File: src/rtl/csc_pkg.sv
// Shared types and constants for the speed-and-cadence measurement block.
// Used by the frame parser, the speed unit, the top level and the checker.
`default_nettype none

package csc_pkg;

    // Input command codes
    localparam logic CMD_BYTE  = 1'b0;
    localparam logic CMD_SPEED = 1'b1;

    // Result kind codes
    localparam logic RESULT_STATUS = 1'b0;
    localparam logic RESULT_SPEED  = 1'b1;

    localparam logic [15:0] CIRC_RESET = 16'd67;

    // Frame layout: flags byte, then wheel record, then crank record
    localparam int          SHADOW_BYTES = 10;
    localparam logic [3:0]  POS_MAX      = 4'd15;
    localparam logic [3:0]  WHEEL_BYTES  = 4'd6;
    localparam logic [3:0]  CRANK_BYTES  = 4'd4;

    // Speed scale: 1024 ticks/s * 0.00223694 mph per mm/s, in fixed point
    localparam longint unsigned SCALE_NUM = 64'd22906;
    localparam longint unsigned SCALE_DEN = 64'd10000;

    localparam int SPEED_W   = 24;
    localparam int REVS_W    = 32;
    localparam int TIME_W    = 16;
    localparam int CIRC_W    = 16;
    localparam int STEP_CNT_W = 5;

    typedef enum logic [1:0] {
        TOP_IDLE,
        TOP_SPEED,
        TOP_PEND
    } top_state_t;

    typedef enum logic [1:0] {
        SPD_IDLE,
        SPD_MUL,
        SPD_CHK,
        SPD_DIV
    } spd_state_t;

    // Committed record values and frame status from the parser
    typedef struct packed {
        logic [7:0]  flags_valid;
        logic        frame_error;
        logic [31:0] wheel_revs;
        logic [15:0] wheel_time;
        logic [15:0] crank_revs;
        logic [15:0] crank_time;
    } rec_t;

endpackage

`default_nettype wire

File: src/rtl/csc_frame_parse.sv
// Frame byte assembly and record commit on the last byte of a frame.
// Depends on csc_pkg for the record struct and frame layout constants.
`default_nettype none

module csc_frame_parse (
    input  wire logic        clk,
    input  wire logic        rst_n,
    input  wire logic        byte_we,
    input  wire logic [7:0]  data_byte,
    input  wire logic        last_byte,
    output csc_pkg::rec_t    rec
);

    logic [3:0]    pos_reg;
    logic [3:0]    pos_next;
    logic [7:0]    flags_reg;
    logic [7:0]    flags_next;
    logic [7:0]    shadow_reg  [csc_pkg::SHADOW_BYTES];
    logic [7:0]    shadow_next [csc_pkg::SHADOW_BYTES];
    csc_pkg::rec_t rec_reg;
    csc_pkg::rec_t rec_next;

    logic [3:0]  len;
    logic        has_wheel;
    logic        has_crank;
    logic        err_wheel;
    logic        err_crank;
    logic        frame_err;

    always_comb
    begin
        for (int i = 0; i < csc_pkg::SHADOW_BYTES; i++)
        begin
            shadow_next[i] = (byte_we && pos_reg == 4'(i + 1)) ? data_byte : shadow_reg[i];
        end

        flags_next = (byte_we && pos_reg == 4'd0) ? data_byte : flags_reg;
        len        = (pos_reg == csc_pkg::POS_MAX) ? pos_reg : pos_reg + 4'd1;

        has_wheel = flags_next[0];
        has_crank = flags_next[1];
        err_wheel = has_wheel && (len < 4'd1 + csc_pkg::WHEEL_BYTES);
        // crank record sits after the wheel record when both are flagged
        err_crank = has_crank && !err_wheel &&
                    (len < (has_wheel ? 4'd1 + csc_pkg::WHEEL_BYTES + csc_pkg::CRANK_BYTES
                                      : 4'd1 + csc_pkg::CRANK_BYTES));
        frame_err = err_wheel || err_crank;

        pos_next = pos_reg;
        rec_next = rec_reg;
        if (byte_we)
        begin
            pos_next = len;
            if (last_byte)
            begin
                pos_next = 4'd0;
                rec_next.frame_error = frame_err;
                rec_next.flags_valid = frame_err ? 8'd0 : flags_next;
                if (has_wheel && !err_wheel)
                begin
                    rec_next.wheel_revs = {shadow_next[3], shadow_next[2],
                                           shadow_next[1], shadow_next[0]};
                    rec_next.wheel_time = {shadow_next[5], shadow_next[4]};
                end
                if (has_crank && !frame_err)
                begin
                    if (has_wheel)
                    begin
                        rec_next.crank_revs = {shadow_next[7], shadow_next[6]};
                        rec_next.crank_time = {shadow_next[9], shadow_next[8]};
                    end
                    else
                    begin
                        rec_next.crank_revs = {shadow_next[1], shadow_next[0]};
                        rec_next.crank_time = {shadow_next[3], shadow_next[2]};
                    end
                end
            end
        end
    end

    always_ff @(posedge clk or negedge rst_n)
    begin
        if (!rst_n)
        begin
            pos_reg   <= 4'd0;
            flags_reg <= 8'd0;
            rec_reg   <= '0;
        end
        else
        begin
            pos_reg   <= pos_next;
            flags_reg <= flags_next;
            rec_reg   <= rec_next;
        end
    end

    // shadow bytes are only read after being written in the same frame
    always_ff @(posedge clk)
    begin
        for (int i = 0; i < csc_pkg::SHADOW_BYTES; i++)
        begin
            shadow_reg[i] <= shadow_next[i];
        end
    end

    assign rec = rec_reg;

endmodule

`default_nettype wire

File: src/rtl/csc_speed_unit.sv
// Wheel speed unit: bit-serial shift-add multiply, then restoring divide.
// Depends on csc_pkg for state type and field widths.
`default_nettype none

module csc_speed_unit #(
    parameter int SPEED_FRAC_BITS = 8
) (
    input  wire logic                          clk,
    input  wire logic                          rst_n,
    input  wire logic                          start,
    input  wire logic [csc_pkg::REVS_W-1:0]    wheel_revs,
    input  wire logic [csc_pkg::TIME_W-1:0]    wheel_time,
    input  wire logic [csc_pkg::CIRC_W-1:0]    circumference,
    output logic                               done,
    output logic [csc_pkg::SPEED_W-1:0]        speed,
    output logic                               computed
);

    localparam longint unsigned SCALE =
        (csc_pkg::SCALE_NUM * (64'd1 << SPEED_FRAC_BITS)) / csc_pkg::SCALE_DEN;
    localparam int SCALE_W = $clog2(SCALE + 1);
    localparam int M_W     = csc_pkg::CIRC_W + SCALE_W;
    localparam int N_W     = csc_pkg::REVS_W + M_W;
    localparam int SW      = csc_pkg::SPEED_W;
    localparam int TW      = csc_pkg::TIME_W;
    localparam int RW      = csc_pkg::REVS_W;
    localparam int CW      = csc_pkg::STEP_CNT_W;

    csc_pkg::spd_state_t state_reg;
    csc_pkg::spd_state_t state_next;
    logic [CW-1:0]       cnt_reg;
    logic [CW-1:0]       cnt_next;
    logic [RW-1:0]       prior_revs_reg;
    logic [RW-1:0]       prior_revs_next;
    logic [TW-1:0]       prior_time_reg;
    logic [TW-1:0]       prior_time_next;
    logic [TW-1:0]       dt_reg;
    logic [TW-1:0]       dt_next;
    logic [M_W-1:0]      m_reg;
    logic [M_W-1:0]      m_next;
    logic [N_W-1:0]      p_reg;
    logic [N_W-1:0]      p_next;
    logic [TW-1:0]       rem_reg;
    logic [TW-1:0]       rem_next;
    logic [SW-1:0]       speed_reg;
    logic [SW-1:0]       speed_next;
    logic                computed_reg;
    logic                computed_next;

    logic [M_W:0]        add_sum;
    logic                hi_ge;
    logic [TW:0]         rem_try;
    logic [TW:0]         rem_sub;
    logic                fits;
    logic [SW-1:0]       quot_shift;

    always_comb
    begin
        add_sum    = {1'b0, p_reg[N_W-1:RW]} + {1'b0, m_reg};
        hi_ge      = p_reg[N_W-1:SW] >= (N_W - SW)'(dt_reg);
        rem_try    = {rem_reg, p_reg[SW-1]};
        fits       = rem_try >= {1'b0, dt_reg};
        rem_sub    = rem_try - {1'b0, dt_reg};
        quot_shift = {p_reg[SW-2:0], fits};

        state_next      = state_reg;
        cnt_next        = cnt_reg;
        prior_revs_next = prior_revs_reg;
        prior_time_next = prior_time_reg;
        dt_next         = dt_reg;
        m_next          = m_reg;
        p_next          = p_reg;
        rem_next        = rem_reg;
        speed_next      = speed_reg;
        computed_next   = computed_reg;
        done            = 1'b0;

        unique case (state_reg)
            csc_pkg::SPD_IDLE:
            begin
                if (start)
                begin
                    prior_revs_next = wheel_revs;
                    prior_time_next = wheel_time;
                    dt_next         = wheel_time - prior_time_reg;
                    m_next          = M_W'(circumference) * M_W'(SCALE);
                    p_next          = {{M_W{1'b0}}, wheel_revs - prior_revs_reg};
                    cnt_next        = '0;
                    state_next      = csc_pkg::SPD_MUL;
                end
            end
            csc_pkg::SPD_MUL:
            begin
                // shift-add, one multiplier bit per cycle, LSB first
                if (p_reg[0])
                    p_next = {add_sum, p_reg[RW-1:1]};
                else
                    p_next = {1'b0, p_reg[N_W-1:1]};
                cnt_next = cnt_reg + 1'b1;
                if (cnt_reg == CW'(RW - 1))
                    state_next = csc_pkg::SPD_CHK;
            end
            csc_pkg::SPD_CHK:
            begin
                if (dt_reg == '0)
                begin
                    speed_next    = '0;
                    computed_next = 1'b0;
                    done          = 1'b1;
                    state_next    = csc_pkg::SPD_IDLE;
                end
                else if (hi_ge)
                begin
                    // quotient would not fit the result: saturate
                    speed_next    = '1;
                    computed_next = 1'b1;
                    done          = 1'b1;
                    state_next    = csc_pkg::SPD_IDLE;
                end
                else
                begin
                    rem_next   = p_reg[SW+TW-1:SW];
                    cnt_next   = '0;
                    state_next = csc_pkg::SPD_DIV;
                end
            end
            csc_pkg::SPD_DIV:
            begin
                rem_next           = fits ? rem_sub[TW-1:0] : rem_try[TW-1:0];
                p_next[SW-1:0]     = quot_shift;
                cnt_next           = cnt_reg + 1'b1;
                if (cnt_reg == CW'(SW - 1))
                begin
                    speed_next    = quot_shift;
                    computed_next = 1'b1;
                    done          = 1'b1;
                    state_next    = csc_pkg::SPD_IDLE;
                end
            end
            default:
            begin
                state_next = csc_pkg::SPD_IDLE;
            end
        endcase
    end

    always_ff @(posedge clk or negedge rst_n)
    begin
        if (!rst_n)
        begin
            state_reg      <= csc_pkg::SPD_IDLE;
            cnt_reg        <= '0;
            prior_revs_reg <= '0;
            prior_time_reg <= '0;
        end
        else
        begin
            state_reg      <= state_next;
            cnt_reg        <= cnt_next;
            prior_revs_reg <= prior_revs_next;
            prior_time_reg <= prior_time_next;
        end
    end

    always_ff @(posedge clk)
    begin
        dt_reg       <= dt_next;
        m_reg        <= m_next;
        p_reg        <= p_next;
        rem_reg      <= rem_next;
        speed_reg    <= speed_next;
        computed_reg <= computed_next;
    end

    assign speed    = speed_reg;
    assign computed = computed_reg;

endmodule

`default_nettype wire

File: src/rtl/csc_measurement_parse_and_speed.sv
// Frame byte: a new word may follow in the next cycle. Last byte of a frame: record registered,
// status word loaded into the output register from the pending state once that register is free;
// input stalled until the load. Speed compute: 32-step shift-add multiply, one check step and a
// 24-step restoring divide in the speed unit; the divide is skipped if dt is zero or saturated.
// Reset (async, active low) clears records, prior values, handshake state; circumference = 67.
// Top level: handshake, configuration register and output register. Depends on csc_pkg.
`default_nettype none

module csc_measurement_parse_and_speed #(
    parameter int SPEED_FRAC_BITS = 8
) (
    input  wire logic         clk,
    input  wire logic         rst_n,

    input  wire logic         cfg_valid,
    output logic              cfg_ready,
    input  wire logic [15:0]  cfg_data,

    input  wire logic         in_valid,
    output logic              in_stall,
    input  wire logic         cmd,
    input  wire logic [7:0]   data_byte,
    input  wire logic         last_byte,

    output logic              out_valid,
    input  wire logic         out_stall,
    output logic              result_kind,
    output logic              frame_error,
    output logic [7:0]        valid_flags,
    output logic [31:0]       wheel_revolutions,
    output logic [15:0]       wheel_event_time,
    output logic [15:0]       crank_revolutions,
    output logic [15:0]       crank_event_time,
    output logic [23:0]       speed_q8,
    output logic              speed_computed
);

    csc_pkg::top_state_t state_reg;
    csc_pkg::top_state_t state_next;
    logic                pend_kind_reg;
    logic                pend_kind_next;
    logic [15:0]         circ_reg;
    logic                out_valid_reg;
    logic                out_valid_next;

    logic                result_kind_reg;
    logic                frame_error_reg;
    logic [7:0]          valid_flags_reg;
    logic [31:0]         wheel_revs_reg;
    logic [15:0]         wheel_time_reg;
    logic [15:0]         crank_revs_reg;
    logic [15:0]         crank_time_reg;
    logic [23:0]         speed_reg;
    logic                computed_reg;

    logic                accept;
    logic                byte_we;
    logic                spd_start;
    logic                spd_done;
    logic [23:0]         spd_speed;
    logic                spd_computed;
    logic                load;
    csc_pkg::rec_t       rec;

    assign cfg_ready = 1'b1;
    assign in_stall  = (state_reg != csc_pkg::TOP_IDLE);
    assign accept    = in_valid && !in_stall;
    assign byte_we   = accept && (cmd == csc_pkg::CMD_BYTE);
    assign spd_start = accept && (cmd == csc_pkg::CMD_SPEED);

    csc_frame_parse u_parse (
        .clk       (clk),
        .rst_n     (rst_n),
        .byte_we   (byte_we),
        .data_byte (data_byte),
        .last_byte (last_byte),
        .rec       (rec)
    );

    csc_speed_unit #(
        .SPEED_FRAC_BITS (SPEED_FRAC_BITS)
    ) u_speed (
        .clk           (clk),
        .rst_n         (rst_n),
        .start         (spd_start),
        .wheel_revs    (rec.wheel_revs),
        .wheel_time    (rec.wheel_time),
        .circumference (circ_reg),
        .done          (spd_done),
        .speed         (spd_speed),
        .computed      (spd_computed)
    );

    always_comb
    begin
        state_next     = state_reg;
        pend_kind_next = pend_kind_reg;
        load           = 1'b0;

        unique case (state_reg)
            csc_pkg::TOP_IDLE:
            begin
                if (spd_start)
                begin
                    state_next = csc_pkg::TOP_SPEED;
                end
                else if (byte_we && last_byte)
                begin
                    pend_kind_next = csc_pkg::RESULT_STATUS;
                    state_next     = csc_pkg::TOP_PEND;
                end
            end
            csc_pkg::TOP_SPEED:
            begin
                if (spd_done)
                begin
                    pend_kind_next = csc_pkg::RESULT_SPEED;
                    state_next     = csc_pkg::TOP_PEND;
                end
            end
            csc_pkg::TOP_PEND:
            begin
                // hold until the output register is free or draining
                if (!out_valid_reg || !out_stall)
                begin
                    load       = 1'b1;
                    state_next = csc_pkg::TOP_IDLE;
                end
            end
            default:
            begin
                state_next = csc_pkg::TOP_IDLE;
            end
        endcase

        out_valid_next = out_valid_reg;
        if (load)
            out_valid_next = 1'b1;
        else if (!out_stall)
            out_valid_next = 1'b0;
    end

    always_ff @(posedge clk or negedge rst_n)
    begin
        if (!rst_n)
        begin
            state_reg     <= csc_pkg::TOP_IDLE;
            pend_kind_reg <= csc_pkg::RESULT_STATUS;
            out_valid_reg <= 1'b0;
            circ_reg      <= csc_pkg::CIRC_RESET;
        end
        else
        begin
            state_reg     <= state_next;
            pend_kind_reg <= pend_kind_next;
            out_valid_reg <= out_valid_next;
            if (cfg_valid && cfg_ready)
                circ_reg <= cfg_data;
        end
    end

    always_ff @(posedge clk)
    begin
        if (load)
        begin
            result_kind_reg <= pend_kind_reg;
            frame_error_reg <= (pend_kind_reg == csc_pkg::RESULT_STATUS) && rec.frame_error;
            valid_flags_reg <= rec.flags_valid;
            wheel_revs_reg  <= rec.wheel_revs;
            wheel_time_reg  <= rec.wheel_time;
            crank_revs_reg  <= rec.crank_revs;
            crank_time_reg  <= rec.crank_time;
            if (pend_kind_reg == csc_pkg::RESULT_SPEED)
            begin
                speed_reg    <= spd_speed;
                computed_reg <= spd_computed;
            end
            else
            begin
                speed_reg    <= '0;
                computed_reg <= 1'b0;
            end
        end
    end

    assign out_valid         = out_valid_reg;
    assign result_kind       = result_kind_reg;
    assign frame_error       = frame_error_reg;
    assign valid_flags       = valid_flags_reg;
    assign wheel_revolutions = wheel_revs_reg;
    assign wheel_event_time  = wheel_time_reg;
    assign crank_revolutions = crank_revs_reg;
    assign crank_event_time  = crank_time_reg;
    assign speed_q8          = speed_reg;
    assign speed_computed    = computed_reg;

endmodule

`default_nettype wire

File: config.mk
export PLATFORM = sky130hd
export DESIGN_NAME = csc_measurement_parse_and_speed
export DESIGN_NICKNAME = d
export VERILOG_FILES = /design/src/rtl/csc_pkg.sv /design/src/rtl/csc_frame_parse.sv /design/src/rtl/csc_speed_unit.sv /design/src/rtl/csc_measurement_parse_and_speed.sv
export SDC_FILE = /design/constraint.sdc
export NUM_CORES = 1
export LEC_CHECK = 0
export BUFFER_PORTS_ARGS = -buffer_cell sky130_fd_sc_hd__buf_2
export CAP_MARGIN = 5
export CORE_MARGIN = 3
export CORE_UTILIZATION = 50
export CTS_CLUSTER_DIAMETER = 100
export DETAILED_ROUTE_END_ITERATION = 16
export PLACE_DENSITY_LB_ADDON = 0.08
export SLEW_MARGIN = 20
export SYNTH_ARGS = -nofsm -noshare
export SYNTH_HDL_FRONTEND = slang
export SYNTH_SLANG_ARGS = --single-unit
File: constraint.sdc
create_clock -name clk -period 7 [get_ports clk]
set_input_delay 1.75 -clock clk [delete_from_list [all_inputs] [get_ports clk]]
set_output_delay 1.75 -clock clk [all_outputs]
set_load 0.01 [all_outputs]
==> results summary <==
The number of warning messages in the yosys log is 0. The final hold slack came out at 445 ps. In the final routed layout, each cell accounts on average for between 15 and 20 um. Based on the critical path, the design can be clocked at up to approximately 0.21 GHz. The synthesized netlist devotes roughly 2.8% of its cell area to XOR and XNOR gates. The share of total power dissipated in the clock network is 27.5%.

Internal power comes to between 7 and 8 mW. The biggest area contributor in the post-synthesis netlist is edfxtp_1. The count of antenna-violating nets left after detailed routing is 0.

The number of antenna diodes in the final layout is 0. The synthesized area is 26,100 um2. The category of the most critical setup path is primary input to register.

The startpoint class of the critical path is a primary input. The final estimated routing congestion in global placement is 0.872. TritonCTS built the clock tree. The simple-gate share of the synthesized area came out at under 10%. The number of antenna violations at the first check in global routing came out at 2.

The final cell count without fillers came out at just over 3,000. Sequential cells account for slightly below 40% of the total power. For this run, the register share of the synthesized area comes to 52.4%.

The via count is between 15,000 and 20,000. The I/O pin total came out at 149. Entering global routing, the biggest net connects 134 pins. The clock-pin slew of the registers on the worst-case setup and hold paths came out at around 60 ps. The relative contribution of combinational cells to total power came out at 33.6%.

Across the VDD grid, the largest voltage drop is 208 uV. The standard-cell row count came out at between 80 and 90. The flip-flop count of the largest register after layout came out at 89. The number of cells in the design after placement came out at approximately 3,000. The number of buffer and inverter stages on the critical path came out at 3.

The fraction of power spent switching nets is around 34%. The ratio of routed vias to standard cells is 5.45. The routed design could run at a clock period as short as roughly 4700 ps. The first-pass GRT wire length is around 92,000 um.

The cell sitting at the root of the clock tree is a clkbuf_16. The number of post-CTS setup repair buffers is 0. At the pin with the least slew margin, the transition time is 975 ps.

The aggregate global routing overflow came out at 0. The core outline area came out at between 50,000 and 60,000 um2. The static leakage power came out at between 10 and 15 nW. The number of enable flip-flop cells after synthesis is about 260.

The net count of the finished layout is 2,602. The critical path goes through buf_2, nand2b_1, nor4_4, nand2_2, mux2i_4, inv_2, ha_1, nor2b_1, o21ai_0, nand2_1, nand2_1, nor2_4, buf_4, mux2i_1. The number of hold-repair buffers added at the cts stage came out at 0. The worst setup path is captured at a register. The kind of cell adding the most delay to the critical path is simple AND/OR/NAND/NOR gates. In the final layout, the share of cells above drive strength 1 is around a fifth. Max-cap violations in this run came to 0. Clock tree synthesis inserted a total of 53 buffers. The largest individual stage delay along the critical path comes from the cell nor2_4. After layout, the worst path uses roughly 66% of the clock period. Measured along the x axis, the die boundary spans about 230 um. The register bit total from synthesis is 511. The total routing usage reported by global routing is between 20% and 30%.

The class of the most critical hold timing path is register to register. The largest buffer count on any clock path came out at 3. Summing the areas of all fa, ha and maj instances in the mapped netlist gives a little over a tenth of the synthesized area. The flow ran to the end, and the final reports show no timing, DRC or antenna violations.

In this design, the critical path's most frequently occurring cell is nand2_1. The required time of the critical path is 7530 ps. The effective utilization at floorplan came out at about half.

The synthesized area divided by synthesized cell count is about 12 um2. Detailed placement ended at an HPWL of 42,100 um. Setup violations remaining at the end of the flow were counted as 0. The arrival time of the worst setup path is 5180 ps.

The distinct cell type count after synthesis came out at 81. In this run the tightest slew margin relative to its limit is about a third. The height of the die came out at roughly 230 um. After synthesis, the largest family of logic cells by area is multiplexers. The highest cell delay on the worst timing path is ~500 ps.

The fraction of registers with async set or reset after synthesis is about 34%. The via count of the first global-routing pass came out at approximately 16,000. The number of sinks on the clock net came out at between 500 and 600. Counting every instance in the synthesized netlist gives roughly 2,200. By area the synthesized netlist is led by edfxtp_1 29%, dfrtp_1 17%, ha_1 9.0%, mux2_2 7.4%, dfxtp_1 6.1%.

The total of buffers placed on input and output ports is between 100 and 150. The total nets after synthesis came out at roughly 2,500. The later-pin clock latency in the skew report came out at 610 ps. Cells fill 57.2% of the core in the end.

The setup total negative slack came out at 0 ps. The H-tree level count is 2. In this run the power spent charging and discharging nets is 3.78 mW. The complex-gate fraction of the synthesized area came out at 10.5%. For this block, the routed nets add up to around 59,000 um of wire. The signed area change from the synthesized netlist to the final layout came out at 13.0%. The share of the synthesized area in the top cell type is between 20 and 30%. Gates resized during post-CTS repair numbered 0. The starting DRC count in detailed routing came out at ~1,100.

The most common cell in the synthesized netlist is edfxtp_1. Setup repair after global routing left no endpoint under its margin. The number of hold violations in the final report is 0. The power density relative to cell area came out at 377 nW/um2. The area of the die came out at between 50,000 and 60,000 um2. The worst clock skew is between 15 and 20 ps. The most frequently used flop master after synthesis is edfxtp_1.

The mux contribution to synthesized area is 11.0%. The detailed-router iteration count before antenna repair is 7. The commonest cells after synthesis are 255 x edfxtp_1, 187 x ha_1, 186 x inv_1. In this run the worst path has a maximum fanout of 18. The DRC violation count after routing is 0. The total count of max-transition violations in the final report is 0.
==> metrics by stage <==
| stage | setup WS [ps] | area [um2] | total power, mW |
|---|---|---|---|
| detailed placement | 1750 | 27600 | 8.07 |
| floorplan | 1670 | 26100 | 7.08 |
| global route | 2100 | 29500 | 11.8 |
| finish | 2350 | 29500 | 11.1 |
| global placement | 1880 | 27600 | 7.98 |
| CTS | 2410 | 29500 | 11.2 |
==> cells by family (layout without fill, tap and decap cells) <==
logic type,count (synthesis),count (layout)
muxes,263,263
other,1,1
adders and majority gates,213,213
buffers and inverters,262,452
xor gates and xnor gates,82,82
and+or+nand+nor,456,456
AOI/OAI and AO/OA,425,425
DFF,511,511
==> layout make-up <==
type	count	area, um2
clock buffer	62	1390
clock inverter	38	513
fill	4329	22000
inverter	189	709
multi-input combinational	1440	11400
sequential	511	13700
tap	680	851
timing repair buffer	163	920
==> placed cells by master (no fill, tap or decap), types with 41 or more instances in the layout <==
master	Yosys	layout
clkbuf_16	0	53
mux2_2	171	171
a21oi_1	107	106
dfxtp_1	80	80
ha_1	187	187
nor2_1	110	109
nand2_1	144	142
o21a_1	49	49
o21ai_0	97	96
buf_2	9	146
a21o_1	41	41
dfrtp_1	173	172
mux2i_1	90	90
edfxtp_1	255	255
xnor2_1	57	57
inv_1	186	186
==> power by group through the flow <==
stage,combinational (mW),sequential (mW),clock (mW)
6_report,3.73,4.32,3.05
5_1_grt,4.21,4.39,3.23
4_1_cts,3.73,4.33,3.12
3_5_place_dp,3.69,4.38,0
3_3_place_gp,3.60,4.37,0
2_1_floorplan,2.85,4.23,0
==> path summary, 6_finish.rpt <==
kind,start,end,slack [ps],cells past startpoint
max,cmd,u_parse.rec[26]$_DFFE_PN0P_,2350,14
min,u_parse.rec[12]$_DFFE_PN0P_,crank_event_time[12]$_DFFE_PP_,440,0
max reg2reg,circ_reg[13]$_DFFE_PN0P_,u_speed.m_reg[25]$_DFFE_PP_,2440,16
min reg2reg,u_parse.rec[12]$_DFFE_PN0P_,crank_event_time[12]$_DFFE_PP_,440,0
max in group asynchronous,rst_n,u_speed.state_reg[0]$_DFFE_PN0P_,4810,3
min in group asynchronous,rst_n,circ_reg[15]$_DFFE_PN0P_,1010,1
==> layer usage <==
metal	vias to the layer above	part of all wire [%]	global-route usage (%)
met5	-	0.049	0
met4	4	2.2	5.76
met3	95	4.2	2.81
met2	323	42	30.7
met1	8117	52	33.9
li1	8257	-	-
Note: power is estimated with default switching activity, not from simulation.
